## src/hw/rtl/kmerht_pkg.sv

```systemverilog
// Shared types and constants of the k-mer counting hash table.
// No dependencies.
`default_nettype none
package kmerht_pkg;

  localparam int KEY_W     = 64;
  localparam int CFG_W     = 11;
  localparam int CFG_IDX_W = 1;
  localparam int REM_BITS  = 4;

  localparam logic [CFG_IDX_W-1:0] REG_BUCKET_MODULUS = 1'b0;
  localparam logic [CFG_IDX_W-1:0] REG_NODE_LIMIT     = 1'b1;

  localparam logic [CFG_W-1:0] BUCKET_MODULUS_RESET = 11'd1021;
  localparam logic [CFG_W-1:0] NODE_LIMIT_RESET     = 11'd1024;

  localparam logic [1:0] REQ_INSERT = 2'd0;
  localparam logic [1:0] REQ_READ   = 2'd1;
  localparam logic [1:0] REQ_CLEAR  = 2'd2;

  localparam logic [2:0] ST_COUNTED   = 3'd0;
  localparam logic [2:0] ST_INSERTED  = 3'd1;
  localparam logic [2:0] ST_REJECTED  = 3'd2;
  localparam logic [2:0] ST_READ_DONE = 3'd3;
  localparam logic [2:0] ST_CLEARED   = 3'd4;

  typedef struct packed {
    logic [1:0]       req_type;
    logic [KEY_W-1:0] kmer_key;
    logic [9:0]       entry_index;
  } req_t;

  typedef struct packed {
    logic [2:0]       status;
    logic             entry_valid;
    logic [KEY_W-1:0] entry_key;
    logic [31:0]      entry_count;
  } rsp_t;

endpackage
`default_nettype wire

```

## src/hw/rtl/kmerht_rem_unit.sv

```systemverilog
// Iterative remainder unit: 64-bit key modulo an 11-bit divisor,
// four key bits per cycle. Depends on kmerht_pkg.
`default_nettype none
module kmerht_rem_unit (
  input  logic                         clk,
  input  logic                         rst,
  input  logic                         start,
  input  logic [kmerht_pkg::KEY_W-1:0] dividend,
  input  logic [kmerht_pkg::CFG_W-1:0] divisor,
  output logic                         done,
  output logic [kmerht_pkg::CFG_W-1:0] rem
);
  import kmerht_pkg::*;

  localparam int STEPS = KEY_W / REM_BITS;
  localparam int CNT_W = $clog2(STEPS);

  logic [KEY_W-1:0] shreg;
  logic [CFG_W-1:0] dvs;
  logic [CNT_W-1:0] cnt;
  logic             running;
  logic [CFG_W-1:0] rem_next;

  // The partial remainder stays below the divisor, so one compare and
  // subtract per key bit keeps it in range.
  always_comb begin
    logic [CFG_W:0]   t;
    logic [CFG_W-1:0] r;
    r = rem;
    for (int i = 0; i < REM_BITS; i++) begin
      t = {r, shreg[KEY_W-1-i]};
      if (t >= {1'b0, dvs}) begin
        t = t - {1'b0, dvs};
      end
      r = t[CFG_W-1:0];
    end
    rem_next = r;
  end

  always_ff @(posedge clk) begin
    if (rst) begin
      running <= 1'b0;
      done    <= 1'b0;
    end else begin
      done <= 1'b0;
      if (start) begin
        shreg   <= dividend;
        dvs     <= divisor;
        rem     <= '0;
        cnt     <= '0;
        running <= 1'b1;
      end else if (running) begin
        rem   <= rem_next;
        shreg <= shreg << REM_BITS;
        cnt   <= cnt + 1'b1;
        if (cnt == CNT_W'(STEPS - 1)) begin
          running <= 1'b0;
          done    <= 1'b1;
        end
      end
    end
  end

endmodule
`default_nettype wire

```

## config.mk

```make
export PLATFORM = sky130hd
export DESIGN_NAME = kmerht_rem_unit
export DESIGN_NICKNAME = d
export VERILOG_FILES = /design/src/hw/rtl/kmerht_pkg.sv /design/src/hw/rtl/kmerht_rem_unit.sv
export SDC_FILE = /design/constraint.sdc
export NUM_CORES = 1
export LEC_CHECK = 0
export BUFFER_PORTS_ARGS = -buffer_cell sky130_fd_sc_hd__clkbuf_2
export CAP_MARGIN = 5
export CORE_ASPECT_RATIO = 0.5
export CORE_MARGIN = 2
export CORE_UTILIZATION = 58
export DETAILED_ROUTE_END_ITERATION = 8
export PLACE_DENSITY = 0.81
export SLEW_MARGIN = 20
export SYNTH_ARGS = -nofsm -noshare
export SYNTH_HDL_FRONTEND = slang
export SYNTH_SLANG_ARGS = --single-unit
```

## constraint.sdc

```tcl
create_clock -name clk -period 9.4 [get_ports clk]
set_clock_uncertainty 0.15 [all_clocks]
set_input_delay 0.47 -clock clk [delete_from_list [all_inputs] [get_ports clk]]
set_output_delay 0.47 -clock clk [all_outputs]
set_load 0.02 [all_outputs]
```

Word level (Yosys, flattened, before mapping)
Index checks and enable logic that the tools add are counted.
Widths: inputs -> output; s select.
{ "op_classes": {"addsub": 5, "magnitude_cmp": 4, "n_eq_ne": 1, "mux": 12, "bitwise_logic": 2, "reduce_logical": 4} }
{ "op_table": {"columns": ["op", "count"], "rows": [
  ["$mux 64", 2],
  ["$mux 11", 5],
  ["$ge 12x11->1", 4],
  ["$sub 11x11->11", 4],
  ["$add 4x1->4 const B", 1],
  ["$eq 4x4->1 const B", 1],
  ["$mux 1", 4],
  ["$mux 4", 1],
  ["$reduce_and 2->1", 2],
  ["$reduce_or 3->1", 1],
  ["$not 1->1", 2],
  ["$reduce_bool 2->1", 1]
]} }
{ "word_totals": {"reg_bits": 92, "inputBits": 78, "elab_cells": 34} }

Logic depth before layout (Yosys ltp)
Gate-level depths: netlist (run 1).
{ "depth": {"ltp_word": 9, "ltp_mapped": 42, "mapped_depth_nobuf": 39} }

Worst setup path before layout (run 1)
OpenSTA, ideal clock, no wires.
{ "synth_timing": {"path_type": "register to register", "start": "register rem[8] (netlist bit)", "end": "register rem[2] (netlist bit), data pin", "setup_time_ns": 0.254, "arrival_ns": 8.121, "path_slack_ns": 0.875, "path_stages_with_launch": 37, "n_path_buf": 4, "period_less_slack_ns": 8.525, "path_cell_list": "edfxtp_1 > ha_1 > a211o_1 > o31a_1 > nor2_1 > buf_2 > mux2_2 > ha_1 > o21ai_0 > a21boi_0 > o22ai_1 > o21ai_1 > a211oi_2 > buf_6 > mux2i_1 > fa_1 > a21oi_1 > o21ai_1 > a2111oi_1 > nor2_1 > o221ai_1 > nand2b_1 > a221o_1 > buf_4 > mux2_2 > ha_1 > nor2b_1 > o21ai_0 > a21o_1 > a21oi_1 > o221ai_1 > a21oi_1 > nor2_1 > mux2_4 > buf_8 > mux2i_1 > nor2_1"} }
{ "synth_between": {"elab_chain_cells": 9} }
{ "synth_lines": {"columns": ["item", "line", "source"], "rows": [
  ["from (decl)", "kmerht_rem_unit.sv:11", "output logic [kmerht_pkg::CFG_W-1:0] rem"],
  ["from (signal assigned)", "kmerht_rem_unit.sv:53", "rem <= rem_next;"],
  ["$sub 11x11->11 / $ge 12x11->1 (equally long branches)", "kmerht_rem_unit.sv:33, kmerht_rem_unit.sv:32", null],
  ["$mux 11 (*)", "kmerht_rem_unit.sv:32", "if (t >= {1'b0, dvs}) begin"],
  ["$sub 11x11->11 / $ge 12x11->1 (equally long branches)", "kmerht_rem_unit.sv:33, kmerht_rem_unit.sv:32", null],
  ["$mux 11 (*)", "kmerht_rem_unit.sv:32", null],
  ["$ge 12x11->1 / $sub 11x11->11 (equally long branches)", "kmerht_rem_unit.sv:32, kmerht_rem_unit.sv:33", null],
  ["$mux 11 (*)", "kmerht_rem_unit.sv:32", null],
  ["$sub 11x11->11 / $ge 12x11->1 (equally long branches)", "kmerht_rem_unit.sv:33, kmerht_rem_unit.sv:32", null],
  ["$mux 11 (*)", "kmerht_rem_unit.sv:32", null],
  ["$mux 11 (*)", "kmerht_rem_unit.sv:52", "end else if (running) begin"]
]} }
Every way passes the cells marked *; elsewhere a longest branch is shown, timed or not. The select of a mux whose other input is x is not followed.
A chain may end at the register's enable or synchronous reset.

Final worst setup path (run 1)
{ "layout_timing": {"start": "register dvs[0]", "end": "register rem[5] (netlist bit), data pin"} }
{ "layout_between": {"elab_chain_cells": 9} }
{ "layout_lines": {"columns": ["item", "line", "source"], "rows": [
  ["from (decl)", "kmerht_rem_unit.sv:19", "logic [CFG_W-1:0] dvs;"],
  ["from (signal assigned)", "kmerht_rem_unit.sv:48", "dvs <= divisor;"],
  ["$sub 11x11->11 / $ge 12x11->1 (equally long branches)", "kmerht_rem_unit.sv:33, kmerht_rem_unit.sv:32", null],
  ["$mux 11", "kmerht_rem_unit.sv:32", null],
  ["$sub 11x11->11 / $ge 12x11->1 (equally long branches)", "kmerht_rem_unit.sv:33, kmerht_rem_unit.sv:32", null],
  ["$mux 11", "kmerht_rem_unit.sv:32", null],
  ["$sub 11x11->11 / $ge 12x11->1 (equally long branches)", "kmerht_rem_unit.sv:33, kmerht_rem_unit.sv:32", null],
  ["$mux 11", "kmerht_rem_unit.sv:32", null],
  ["$sub 11x11->11 / $ge 12x11->1 (equally long branches)", "kmerht_rem_unit.sv:33, kmerht_rem_unit.sv:32", null],
  ["$mux 11 (*)", "kmerht_rem_unit.sv:32", null],
  ["$mux 11 (*)", "kmerht_rem_unit.sv:52", null]
]} }
Marked as above.

==> flow_metrics.py, run 1 <==
metrics = {
    "outcome": {
        "run_status": "complete, no violations",
    },
    "routing": {
        "vias_per_cell": 5.80,
        "drc": 0,
        "antenna_left": 0,
        "firstDrtPassIters": 5,
        "wl_mm": 14.1,
        "via_count": 4434,
        "avgRoutedWirePerCell_um": 18.4,
        "drtIter0Drc": 333,
    },
    "die": {
        "rows": 26,
        "initial_core_util": 0.595,
        "die_area_um2": 11300,
        "io_pins": 90,
        "die_h_um": 76.2,
        "core_um2": 10200,
        "fp.dieW_um": 148,
    },
    "finish": {
        "syn2layout_area_growth_pct": 17.7,
        "n_antenna_cell": 0,
        "regArea_um2": 2740,
        "fin_cells": 765,
        "drive_above_1_share": 0.365,
        "multi_input_area_um2": 3170,
        "n_fill_cell": 721,
        "final_common_cell": "edfxtp_1",
        "nets": 747,
        "final_cell_mix": "edfxtp_1 (90), clkbuf_2 (88), mux2_2 (77), ha_1 (45), nor2_1 (37)",
    },
    "timing": {
        "tns_ns": 0,
        "max_freq_ghz": 0.112,
        "relSlewSlack": 0.321,
        "whs_ns": 0.158,
        "period_minus_slack_ns": 8.94,
        "fin_crit_sh": 0.951,
        "rsz0062_at_grt": "no",
        "tightest_slew_ns": 1.02,
        "slew_violations": 0,
        "setup_viol": 0,
        "hold_viol_final": 0,
    },
    "cts": {
        "cts.htree.levels": 3,
        "cts_root_buf": "clkbuf_16",
        "clk_pin_slew_ns": 0.06,
        "clk_path_buf_depth": 2,
        "clock_latency_ns": 0.34,
        "cts-buffers-inserted": 9,
        "cts.sinks": 92,
        "tritoncts": "built",
    },
    "synthesis": {
        "synth_top_flop_cell": "edfxtp_1",
        "syn_nets": 633,
        "synth_cells": 506,
        "ys_types": 61,
        "ys_seq_area_frac": 0.453,
        "syn-cell-area_um2": 6050,
        "yosys_warnings": 0,
        "synth-seq-cells": 92,
        "ys_async_sr_fraction": 0,
        "synth-edff-count": 90,
        "synth.avg_cell_area_um2": 12.0,
    },
    "min_path": {
        "min_from": "divisor[3]",
        "whs_path_depth": 1,
        "min_to": "dvs[3]",
        "hold_class": "in -> reg",
    },
    "setup_path": {
        "slowest_stage": "fa_1",
        "cp.required_ns": 9.28,
        "crit_arrival_ns": 8.83,
        "rrSetupSlack_ns": 0.46,
        "r2r-start": "dvs[0]",
        "cp-end-kind": "flop",
        "slowest_delay_ns": 0.48,
        "crit_type": "reg -> reg",
        "r2r_end": "rem[5]",
        "path_max_fanout": 13,
        "start_kind": "flop",
        "worst-r2r-cell-count": 35,
    },
    "run": {
        "maxCapViolations": 0,
    },
    "place": {
        "portBuffers": 89,
        "dp_cells": 747,
        "place_hpwl_mm": 10.6,
        "place.gp.congestion": 0.940,
    },
    "global_routing": {
        "antenna_found_initial": 0,
        "first_global_vias": 4361,
        "grt_pass1_wl_mm": 22.2,
        "grt_max_degree": 83,
        "track_usage": 0.252,
        "gr-total-overflow": 0,
    },
}
[how the worst max path moves through the flow]
stage	from	end	slack [ns]
global placement	dvs[0]	rem[5]	0.37
finish	dvs[0]	rem[5]	0.46
CTS	dvs[0]	rem[5]	0.04
global route	dvs[0]	rem[5]	0.04
detailed placement	dvs[0]	rem[5]	0.23
floorplan	rem[8]	rem[2]	0.87
[Yosys cell counts, types with 2 or more instances]
master / n / share of area
fa_1: 4 / 0.013
o311ai_0: 2 / 0.0029
ha_1: 45 / 0.093
clkbuf_1: 6 / 0.0037
a32oi_1: 2 / 0.0029
xor2_1: 13 / 0.019
and2b_1: 3 / 0.0037
o21ai_0: 20 / 0.017
o21ai_1: 3 / 0.0025
buf_2: 2 / 0.0017
dfxtp_1: 2 / 0.0066
xnor2_1: 16 / 0.023
o211ai_1: 2 / 0.0025
nor3_1: 5 / 0.0041
a21boi_0: 2 / 0.0025
mux2i_1: 12 / 0.020
inv_1: 30 / 0.019
or3_1: 2 / 0.0021
and2_1: 4 / 0.0041
a21o_1: 5 / 0.0062
nand3_1: 9 / 0.0074
a211o_1: 2 / 0.0029
nor4b_1: 2 / 0.0029
nor2_2: 2 / 0.0021
nor2_1: 39 / 0.024
o31a_1: 2 / 0.0029
a21oi_1: 18 / 0.015
nor2b_1: 10 / 0.010
o221ai_1: 2 / 0.0029
o21a_1: 7 / 0.0087
o21bai_1: 2 / 0.0025
a211oi_2: 5 / 0.010
nand4_1: 8 / 0.0083
mux2_2: 77 / 0.14
nand2_1: 17 / 0.011
edfxtp_1: 90 / 0.45
mux2_4: 2 / 0.0050
o31ai_1: 6 / 0.0074
buf_6: 3 / 0.0056
a211oi_1: 2 / 0.0025
[worst max-delay path, delay by kind of cell (launching register included)]
family          cells  cell delay [ns]
compound gates     17             3.72
flops               1             0.47
fa+ha+maj           5             1.84
buf+inv             1             0.19
simple gates        8             0.98
mux                 4             1.30
[layout make-up]
type	instances	share of cell area
Inverter	30	0.0158
Sequential cell	92	0.385
Clock inverter	7	0.00702
Timing Repair Buffer	116	0.0913
Tap cell	140	0.0246
Multi-Input combinational cell	371	0.445
Clock buffer	9	0.0316
[sequential cells by signal, indices dropped and copies added (netlist names)]
register	flops
cnt	4
running	1
rem	11
dvs	11
done	1
shreg	64
[metrics by stage]
stage | cell area, µm² | setup WS [ns] | utilization
2_1_floorplan | 6050 | 0.875 | -
3_3_place_gp | 6780 | 0.372 | 0.666
3_5_place_dp | 6780 | 0.232 | 0.666
4_1_cts | 7060 | 0.0432 | 0.693
5_1_grt | 7130 | 0.0362 | 0.700
6_report | 7130 | 0.456 | 0.700
[logic make-up (layout without fill, tap and decap cells)]
group                    Yosys count  count (layout)  synth area share
XOR/XNOR                          29              29            0.0420
buffers and inverters             43             162            0.0333
AND/OR/NAND/NOR                  107             107            0.0866
adder cells (fa/ha/maj)           49              49             0.106
flip-flops                        92              92             0.453
multiplexers                      91              91             0.168
AO/OA/AOI/OAI                     95              95             0.111
[routing by layer]
metal	share of wire	global-route usage	wire length (µm)
met1	0.43	0.335	6060
met3	0.071	0.0539	1000
met2	0.48	0.426	6820
met4	0.013	0.0581	176
met5	0	0	0
[timing repair]
action                     CTS  global route
buffers inserted             0             2
hold buffers                 0             0
gates resized for setup      0            12
setup endpoints to repair    0            11
Power of run 1 is left out: the tool's default activity adds up to more than one toggle a clock period on the data nets, which glitch-free logic cannot reach.
==> run 2, diff against run 1 <==
Settings changed: MAX_ROUTING_LAYER from default to met4.
==> flow_metrics.py, run 2 (synthesis gave the netlist of run 1 again) <==
metrics = {
    "finish": {
        "largest_register_ffs": 64,
        "drive_above_1_share": 0.374,
        "n_antenna_cell": 0,
        "regMostFlops": "shreg",
        "nets": 758,
        "multi_input_area_um2": 3160,
        "syn2layout_area_growth_pct": 19.3,
        "fin_cells": 776,
        "final_cell_mix": "edfxtp_1 (90), clkbuf_2 (88), mux2_2 (78), ha_1 (45)",
        "fin_area_um2": 7220,
        "regArea_um2": 2740,
        "n_fill_cell": 708,
        "reg.largest.list": "shreg x64, dvs x11, rem x11",
        "final_common_cell": "edfxtp_1",
    },
    "routing": {
        "drtIter0Drc": 369,
        "wl_mm": 14.5,
        "vias_per_cell": 5.90,
        "firstDrtPassIters": 4,
        "antenna_left": 0,
        "drc": 0,
        "avgRoutedWirePerCell_um": 18.7,
        "via_count": 4577,
    },
    "place": {
        "place.gp.congestion": 0.958,
        "place_area_um2": 6870,
        "place_hpwl_mm": 10.5,
        "dp_cells": 758,
        "dp_slack_ns": 0.248,
        "portBuffers": 89,
    },
    "setup_path": {
        "crit_type": "reg -> reg",
        "slowest_delay_ns": 0.46,
        "slowest_stage": "fa_1",
        "start_kind": "flop",
        "path_max_fanout": 12,
        "cp.required_ns": 9.40,
        "crit_arrival_ns": 9.06,
        "rrSetupSlack_ns": 0.33,
        "r2r-start": "shreg[63]",
        "worst-r2r-cell-count": 38,
        "r2r_end": "rem[1]",
        "cp-end-kind": "flop",
    },
    "die": {
        "initial_core_util": 0.595,
        "rows": 26,
        "die_area_um2": 11300,
        "fp.dieW_um": 148,
        "io_pins": 90,
        "core_um2": 10200,
        "die_h_um": 76.2,
    },
    "timing": {
        "setup_viol": 0,
        "slew_violations": 0,
        "tns_ns": 0,
        "tightest_slew_ns": 1.09,
        "setup_ws_ns": 0.333,
        "fin_crit_sh": 0.965,
        "period_minus_slack_ns": 9.07,
        "hold_viol_final": 0,
        "relSlewSlack": 0.274,
        "max_freq_ghz": 0.110,
    },
    "global_routing": {
        "first_global_vias": 4568,
        "grt_pass1_wl_mm": 23.3,
        "gr-total-overflow": 0,
        "antenna_found_initial": 0,
        "track_usage": 0.272,
        "grt_max_degree": 83,
    },
    "cts": {
        "clock_latency_ns": 0.34,
        "tritoncts": "built",
        "clk_pin_slew_ns": 0.07,
        "cts.htree.levels": 3,
        "cts-buffers-inserted": 9,
        "clk_path_buf_depth": 2,
        "cts_root_buf": "clkbuf_16",
        "post_cts_buffers": 0,
        "cts.sinks": 92,
    },
    "min_path": {
        "whs_path_depth": 1,
        "min_from": "divisor[3]",
        "hold_class": "in -> reg",
        "min_to": "dvs[3]",
    },
    "run": {
        "maxCapViolations": 0,
    },
    "outcome": {
        "run_status": "complete, no violations",
    },
}
[run 2: area by class of cell]
type                            instances  share of cell area
Clock inverter                          5             0.00832
Inverter                               30              0.0156
Multi-Input combinational cell        372               0.438
Clock buffer                           11              0.0322
Tap cell                              140              0.0243
Timing Repair Buffer                  126               0.102
Sequential cell                        92               0.380
[run 2: layer usage]
metal	part of all wire	track usage	up-vias
met5	0	-	-
met4	0.027	0.0790	0
met3	0.078	0.0689	37
met2	0.46	0.416	176
met1	0.44	0.362	2201
li1	-	-	2163
[run 2: how the worst max path moves through the flow]
stage	slack, ns	start	to
2_1_floorplan	0.87	rem[8]	rem[2]
3_3_place_gp	0.36	shreg[63]	rem[5]
3_5_place_dp	0.25	rem[8]	rem[5]
4_1_cts	0.15	shreg[63]	rem[5]
5_1_grt	-0.05	shreg[63]	rem[9]
6_report	0.33	shreg[63]	rem[1]
[run 2: metrics by stage]
stage	hold WS (ns)	utilization
floorplan	0.308	-
global route	0.142	0.709
global placement	0.321	0.674
detailed placement	0.324	0.674
finish	0.152	0.709
CTS	0.145	0.703
[run 2: critical path, delay by kind of cell, from the launching register on]
kind	cells	cell delay [ns]
simple gates	9	1.06
buf+inv	3	0.42
compound gates	19	4.22
flops	1	0.40
mux	2	0.71
fa+ha+maj	5	1.87
[run 2: repair_timing]
action	4_1_cts	5_1_grt
endpoints found under the hold margin	0	0
resized for setup	0	9
hold buffers	0	0
setup endpoints to repair	0	11
Power of run 2 is left out for the same reason.
